<file path="config.mk">
export PLATFORM = sky130hd
export DESIGN_NAME = sorted_list_table
export DESIGN_NICKNAME = d
export VERILOG_FILES = /design/src/sv/slt_pkg.sv /design/src/sv/slt_ram.sv /design/src/sv/sorted_list_table.sv
export VERILOG_INCLUDE_DIRS = /design/src /design/src/sv
export SDC_FILE = /design/constraint.sdc
export NUM_CORES = 1
export LEC_CHECK = 0
export ABC_AREA = 1
export BUFFER_PORTS_ARGS = -buffer_cell sky130_fd_sc_hd__buf_2
export CORE_MARGIN = 4
export CORE_UTILIZATION = 56
export CTS_BUF_LIST = sky130_fd_sc_hd__clkbuf_4 sky130_fd_sc_hd__clkbuf_8
export CTS_CLUSTER_DIAMETER = 120
export DETAILED_ROUTE_END_ITERATION = 8
export PLACE_DENSITY = 0.73
export SYNTH_ARGS = -nofsm -noshare
export SYNTH_HDL_FRONTEND = slang
export SYNTH_SLANG_ARGS = --single-unit
</file>
<file path="constraint.sdc">
create_clock -name clk -period 6.9 [get_ports clk]
set_input_delay 0.345 -clock clk [delete_from_list [all_inputs] [get_ports clk]]
set_output_delay 0.345 -clock clk [all_outputs]
set_load 0.01 [all_outputs]
</file>
<file path="src/sv/sorted_list_table_defines.svh">
// Assertion macros shared by the sorted list table RTL.
// Expects a clock named clk and an active-low reset named arst_n in scope.
`ifndef SORTED_LIST_TABLE_DEFINES_SVH
`define SORTED_LIST_TABLE_DEFINES_SVH

// Same-cycle implication, checked outside reset.
`define SLT_ASSERT_NOW(label, ante, cons, msg) \
	label: assert property (@(posedge clk) disable iff (!arst_n) (ante) |-> (cons)) \
		else $error(msg);

// Next-cycle implication, checked outside reset.
`define SLT_ASSERT_NEXT(label, ante, cons, msg) \
	label: assert property (@(posedge clk) disable iff (!arst_n) (ante) |=> (cons)) \
		else $error(msg);

`endif

</file>
<file path="src/sv/slt_pkg.sv">
// Shared constants for the sorted list table: capacity, derived widths
// and status codes. No dependencies.
package slt_pkg;

	localparam int CAPACITY = 16;
	localparam int DATA_W   = 32;
	localparam int AW       = (CAPACITY > 1) ? $clog2(CAPACITY) : 1;
	localparam int CW       = $clog2(CAPACITY + 1);

	localparam logic [1:0] ST_DONE      = 2'd0;
	localparam logic [1:0] ST_NOT_FOUND = 2'd1;
	localparam logic [1:0] ST_EMPTY     = 2'd2;
	localparam logic [1:0] ST_FULL      = 2'd3;

	localparam logic MODE_INSERT = 1'b0;
	localparam logic MODE_DELETE = 1'b1;

endpackage

</file>
<file path="src/sv/slt_ram.sv">
// Generic simple dual-port RAM: one write port, one read port with
// registered read data. No dependencies.
module slt_ram #(
	parameter int WIDTH = 32,
	parameter int DEPTH = 16
) (
	input  logic                                       clk,
	input  logic                                       we,
	input  logic [((DEPTH > 1) ? $clog2(DEPTH) : 1)-1:0] waddr,
	input  logic [WIDTH-1:0]                           wdata,
	input  logic [((DEPTH > 1) ? $clog2(DEPTH) : 1)-1:0] raddr,
	output logic [WIDTH-1:0]                           rdata
);

	logic [WIDTH-1:0] mem_q [DEPTH];

	always_ff @(posedge clk) begin
		if (we) begin
			mem_q[waddr] <= wdata;
		end
		rdata <= mem_q[raddr];
	end

endmodule

</file>
<file path="src/sv/sorted_list_table.sv">
// Top level of the sorted list table: sequencer, entry comparators and output register.
// Depends on slt_pkg, slt_ram and sorted_list_table_defines.svh.
//
//  channel | signals                                   | direction
//  --------+-------------------------------------------+----------
//  input   | in_valid, in_ready, mode, value           | in
//  output  | out_valid, out_ready, status, entry_count,| out
//          | smallest, largest                         |
//
// An insert reads and moves each stored entry not below the new value, then reads the
// first entry below it unless it lands at position zero; a delete reads every stored
// entry; a refused transaction (full or empty table) skips the walk.
// Each entry compared or moved takes a RAM read state and then a compare state.
// Reset clears only control state and the count; only positions below it are used.
// A waiting result does not block input; the next result stalls in its final state.
module sorted_list_table
	import slt_pkg::*;
(
	input  logic                     clk,
	input  logic                     arst_n,
	input  logic                     in_valid,
	output logic                     in_ready,
	input  logic                     mode,
	input  logic signed [DATA_W-1:0] value,
	output logic                     out_valid,
	input  logic                     out_ready,
	output logic [1:0]               status,
	output logic [4:0]               entry_count,
	output logic signed [DATA_W-1:0] smallest,
	output logic signed [DATA_W-1:0] largest
);

`include "sorted_list_table_defines.svh"

	// Sequencer states.
	localparam logic [3:0] S_IDLE    = 4'd0;
	localparam logic [3:0] S_INS_RD  = 4'd1;
	localparam logic [3:0] S_INS_CMP = 4'd2;
	localparam logic [3:0] S_DEL_RD  = 4'd3;
	localparam logic [3:0] S_DEL_CMP = 4'd4;
	localparam logic [3:0] S_DEL_END = 4'd5;
	localparam logic [3:0] S_MINMAX  = 4'd6;
	localparam logic [3:0] S_LO      = 4'd7;
	localparam logic [3:0] S_HI      = 4'd8;
	localparam logic [3:0] S_DONE    = 4'd9;

	logic [3:0]               state_q;
	logic [CW-1:0]            count_q;
	logic [CW-1:0]            idx_q;
	logic                     found_q;
	logic [1:0]               stat_q;
	logic signed [DATA_W-1:0] val_q;
	logic signed [DATA_W-1:0] lo_q;
	logic signed [DATA_W-1:0] hi_q;

	logic                     out_valid_q;
	logic [1:0]               status_q;
	logic [4:0]               count_out_q;
	logic signed [DATA_W-1:0] smallest_q;
	logic signed [DATA_W-1:0] largest_q;

	// RAM port signals.
	logic              ram_we;
	logic [AW-1:0]     ram_waddr;
	logic [DATA_W-1:0] ram_wdata;
	logic [AW-1:0]     ram_raddr;
	logic [DATA_W-1:0] ram_rdata;

	logic [CW-1:0] idx_m1;
	logic [CW-1:0] cnt_m1;
	logic          not_below;   // insert comparator: stored entry >= value
	logic          is_equal;
	logic          in_acc;
	logic          out_load;

	assign idx_m1    = idx_q - CW'(1);
	assign cnt_m1    = count_q - CW'(1);
	assign not_below = $signed(ram_rdata) >= val_q;
	assign is_equal  = ram_rdata == val_q;

	assign in_ready = (state_q == S_IDLE);
	assign in_acc   = in_valid && in_ready;
	assign out_load = (state_q == S_DONE) && (!out_valid_q || out_ready);

	slt_ram #(
		.WIDTH(DATA_W),
		.DEPTH(CAPACITY)
	) u_ram (
		.clk  (clk),
		.we   (ram_we),
		.waddr(ram_waddr),
		.wdata(ram_wdata),
		.raddr(ram_raddr),
		.rdata(ram_rdata)
	);

	// RAM access for each state. An insert walks down from the top, moving
	// every entry that is not below the new value one place up. A delete
	// walks up from the bottom and, once the match is found, moves each later
	// entry one place down over it.
	always_comb begin
		ram_we    = 1'b0;
		ram_waddr = idx_q[AW-1:0];
		ram_wdata = val_q;
		ram_raddr = idx_q[AW-1:0];
		case (state_q)
			S_INS_RD: begin
				if (idx_q == '0) begin
					ram_we = 1'b1;
				end
				ram_raddr = idx_m1[AW-1:0];
			end
			S_INS_CMP: begin
				ram_we = 1'b1;
				if (not_below) begin
					ram_wdata = ram_rdata;
				end
			end
			S_DEL_CMP: begin
				if (found_q) begin
					ram_we    = 1'b1;
					ram_waddr = idx_m1[AW-1:0];
					ram_wdata = ram_rdata;
				end
			end
			S_MINMAX: begin
				ram_raddr = '0;
			end
			S_LO: begin
				ram_raddr = cnt_m1[AW-1:0];
			end
			default: begin
			end
		endcase
	end

	// Sequencer and working registers.
	always_ff @(posedge clk or negedge arst_n) begin
		if (!arst_n) begin
			state_q <= S_IDLE;
			count_q <= '0;
			idx_q   <= '0;
			found_q <= 1'b0;
			stat_q  <= ST_DONE;
		end else begin
			case (state_q)
				S_IDLE: begin
					if (in_acc) begin
						found_q <= 1'b0;
						stat_q  <= ST_DONE;
						if (mode == MODE_INSERT) begin
							if (count_q == CW'(CAPACITY)) begin
								stat_q  <= ST_FULL;
								state_q <= S_MINMAX;
							end else begin
								idx_q   <= count_q;
								state_q <= S_INS_RD;
							end
						end else begin
							if (count_q == '0) begin
								stat_q  <= ST_EMPTY;
								state_q <= S_MINMAX;
							end else begin
								idx_q   <= '0;
								state_q <= S_DEL_RD;
							end
						end
					end
				end
				S_INS_RD: begin
					if (idx_q == '0) begin
						count_q <= count_q + CW'(1);
						state_q <= S_MINMAX;
					end else begin
						state_q <= S_INS_CMP;
					end
				end
				S_INS_CMP: begin
					if (not_below) begin
						idx_q   <= idx_m1;
						state_q <= S_INS_RD;
					end else begin
						count_q <= count_q + CW'(1);
						state_q <= S_MINMAX;
					end
				end
				S_DEL_RD: begin
					if (idx_q == count_q) begin
						state_q <= S_DEL_END;
					end else begin
						state_q <= S_DEL_CMP;
					end
				end
				S_DEL_CMP: begin
					if (!found_q && is_equal) begin
						found_q <= 1'b1;
					end
					idx_q   <= idx_q + CW'(1);
					state_q <= S_DEL_RD;
				end
				S_DEL_END: begin
					if (found_q) begin
						count_q <= cnt_m1;
					end else begin
						stat_q <= ST_NOT_FOUND;
					end
					state_q <= S_MINMAX;
				end
				S_MINMAX: begin
					if (count_q == '0) begin
						state_q <= S_DONE;
					end else begin
						state_q <= S_LO;
					end
				end
				S_LO: begin
					state_q <= S_HI;
				end
				S_HI: begin
					state_q <= S_DONE;
				end
				S_DONE: begin
					if (out_load) begin
						state_q <= S_IDLE;
					end
				end
				default: begin
					state_q <= S_IDLE;
				end
			endcase
		end
	end

	// Payload registers for the transaction in progress.
	always_ff @(posedge clk) begin
		if (in_acc) begin
			val_q <= value;
		end
		if (state_q == S_MINMAX) begin
			lo_q <= '0;
			hi_q <= '0;
		end
		if (state_q == S_LO) begin
			lo_q <= ram_rdata;
		end
		if (state_q == S_HI) begin
			hi_q <= ram_rdata;
		end
	end

	// Output register: holds one finished result until it is taken.
	always_ff @(posedge clk or negedge arst_n) begin
		if (!arst_n) begin
			out_valid_q <= 1'b0;
		end else if (out_load) begin
			out_valid_q <= 1'b1;
		end else if (out_ready) begin
			out_valid_q <= 1'b0;
		end
	end

	always_ff @(posedge clk) begin
		if (out_load) begin
			status_q    <= stat_q;
			count_out_q <= 5'(count_q);
			smallest_q  <= lo_q;
			largest_q   <= hi_q;
		end
	end

	assign out_valid   = out_valid_q;
	assign status      = status_q;
	assign entry_count = count_out_q;
	assign smallest    = smallest_q;
	assign largest     = largest_q;

	// The count never passes the capacity.
	`SLT_ASSERT_NOW(a_count_cap, 1'b1, count_q <= CW'(CAPACITY), "count above capacity")
	// The insert walk never compares below position zero.
	`SLT_ASSERT_NOW(a_ins_idx, state_q == S_INS_CMP, idx_q != '0, "insert index underflow")
	// The delete walk never runs past the stored entries.
	`SLT_ASSERT_NOW(a_del_idx, state_q == S_DEL_RD, idx_q <= count_q, "delete index overrun")
	// A full status is only reported with a full table.
	`SLT_ASSERT_NEXT(a_full, out_load && stat_q == ST_FULL, count_q == CW'(CAPACITY),
		"full status with free room")

endmodule

</file>
==> flow_metrics.tcl <==
set metrics [dict create \
    layout.nets 2794 \
    syn_inst 2562 \
    skew_ps 38.5 \
    die_area_um2 58100 \
    hold_start "in_valid" \
    cpMostUsedCell "nand2_1" \
    cp_max_fo 33 \
    critPathRequiredTime_ps 7190 \
    p_leak_nw 13.2 \
    crit_path_end_kind "register" \
    fin_util_pct 63.4 \
    wl_per_cell_um 21.2 \
    outcome "completed" \
    grt_pass1_wl_mm 111 \
    hpwl_mm 42.5 \
    stdcell_count 3507 \
    yosys_most_used_dff "edfxtp_1" \
    cts_max_path_buffers 3 \
    die_h_um 241 \
    num_rows 85 \
    ir_drop_uv 764 \
    ys_seq_area_share_pct 70.6 \
    ctsRootBufferMaster "clkbuf_8" \
    crit-reg2reg-launch "val_q[5]" \
    ant_nets 0 \
    ys.warnings.count 0 \
    cts.clk_slew.worst_paths_ps 80 \
    final_cell_mix "edfxtp_1, inv_1, nand2_1" \
    first_iter_violations 2612 \
    routed_wl_mm 74.4 \
    placed_cells_incl_taps 3268 \
    clock.fmax_ghz 0.229 \
    synth_nets 2637 \
    synth.cell_area_um2 30400 \
    grt_max_degree 190 \
    max-cap-violations 0 \
    coreArea_um2 53800 \
    die_w_um 241 \
    tightest_slew_ps 1120 \
    diodes 0 \
    grt_overflow 0 \
    synth.avg_cell_area_um2 11.9 \
    grt_pass1_vias 19100 \
    synth_edf_count 679 \
    cts_tree "yes" \
    hold_violations 0 \
    min_period_over_period_pct 63.3 \
    antenna_found_initial 0 \
    start_kind "register" \
    syn2layout_area_growth_pct 12.1 \
    synth-seq-cells 729 \
    report.final.slew_viol_count 0 \
    yosysUniqueCellTypes 43 \
    cpMaxStageDelayCell "nand3_2" \
    rsz0062_at_grt "no" \
    h-tree-depth 3 \
    async_flop_share_pct 2.47 \
    fin_tns_setup_ps 0 \
    critPathKind "register to register" \
    p_per_area_nw_per_um2 482 \
    max_stage_delay_ps 880 \
    timing.slew.headroom_pct 24.9 \
    firstDrtPassIters 6 \
    finalSetupViolations 0 \
    setup_ws_ps 2530 \
    gp_congestion 0.920 \
    pre_cts_ws_ps 2780 \
    drc 0 \
    cts_buffers 110 \
    routed_via_density 5.79 \
    cts.sink_count 729 \
    port_buffers 109 \
    clk_latency_ps 710 \
    timing.final.crit_period_ps 4370 \
    hold_path_class "input port to register" \
    grt_usage_pct 25.2 \
    critical_path.startpoint "val_q[5]" \
    dr_total_vias 20300 \
    p_total_mw 16.4 \
    initial_utilization_pct 56.5 \
    arrival_ps 4660 \
    ctsResizeCount 0 \
    ios 110 \
    crit_chain "inv_1 > ha_1 > a21oi_1 > nor2_1 > nor2_1 > nand2_1 > nand2_1 > nand2_1 > nand2_1 > nand2_1 > nand2_2 > buf_4 > nand3_2 > nand3_1 > nand2_1 > inv_1 > nand2_1" \
    drive_gt1_share_pct 13.1 \
    final_common_cell "edfxtp_1" \
]
==> final timing paths <==
path | slack [ps] | to | cells after the start
setup / recovery | 2530 | u_ram.mem_q[2][23] | 17
hold / removal | 120 | state_q[1] | 5
setup reg to reg | 2530 | u_ram.mem_q[2][23] | 17
hold reg to reg | 420 | largest[9] | 0
max in group asynchronous | 6440 | idx_q[0] | 2
min in group asynchronous | 140 | state_q[1] | 2
==> routing by layer <==
layer	track usage (%)	wire [um]	share of wire [%]
met5	0	0	0
met3	6.76	8670	12
met2	39.9	34400	46
met4	9.18	2320	3.1
met1	34.1	28900	39
==> cell families (layout without fill, tap and decap cells) <==
kind of cell    count (synthesis)  count (layout)  share of synthesized area, %
simple gates                  767             767                          11.1
flops                         729             729                          70.6
compound gates                500             500                          9.52
xor+xnor                       13              13                         0.374
buf+inv                       515             764                          6.84
fa+ha+maj                      38              38                          1.56
==> Yosys cell counts (29+ instances only) <==
master,n,area (um2)
a21oi_1,178,891
buf_2,79,395
clkbuf_1,40,150
dfxtp_1,32,641
edfxtp_1,679,20400
ha_1,38,475
inv_1,371,1390
nand2_1,330,1240
nand3_1,278,1390
nand4_1,29,181
nor2_1,108,405
o211ai_1,129,968
o21ai_0,104,521
o21ai_1,71,355
==> critical path, delay by kind of cell (launching register included) <==
family	cells	cell delay, ps
AOI/OAI and AO/OA	1	220
adders and majority gates	1	320
buffers and inverters	3	480
DFF	1	450
and+or+nand+nor	12	2480
==> sequential cells by signal, summed over array words and instances, names as in the netlist <==
name,cells
lo_q,32
status,2
smallest,32
largest,32
count_q,5
state_q,4
val_q,32
stat_q,2
u_ram.rdata,32
out_valid,1
entry_count,5
idx_q,5
u_ram.mem_q,512
found_q,1
hi_q,32
==> final cells by class <==
| cell class | count | area [um2] |
|---|---|---|
| inverters | 379 | 1420 |
| multi-input cells | 1318 | 7040 |
| clock inverters | 59 | 293 |
| well taps | 696 | 871 |
| fillers | 3957 | 19700 |
| flip-flops and latches | 729 | 21500 |
| clock buffers | 145 | 1790 |
| repair buffers | 181 | 1210 |
==> timing repair <==
action                    4_1_cts  5_1_grt
hold endpoints to repair       53        0
hold buffers                   35        0
setup buffers                   0        0
==> per-stage QoR <==
step	cell area (um2)	hold WS, ps
final	34100	124
after CTS	34100	65.2
after detailed placement	31700	304
after floorplan	30400	49.4
after global routing	34100	104
after global placement	31700	293
==> report_power, final <==
| group | total [mW] | internal [mW] | switching [mW] |
|---|---|---|---|
| sequential | 6.55 | 6.24 | 0.304 |
| combinational | 6.58 | 1.75 | 4.83 |
| clock | 3.32 | 1.70 | 1.62 |
| total | 16.4 | 9.69 | 6.75 |
No activity file was read; power rests on OpenSTA's default activity.
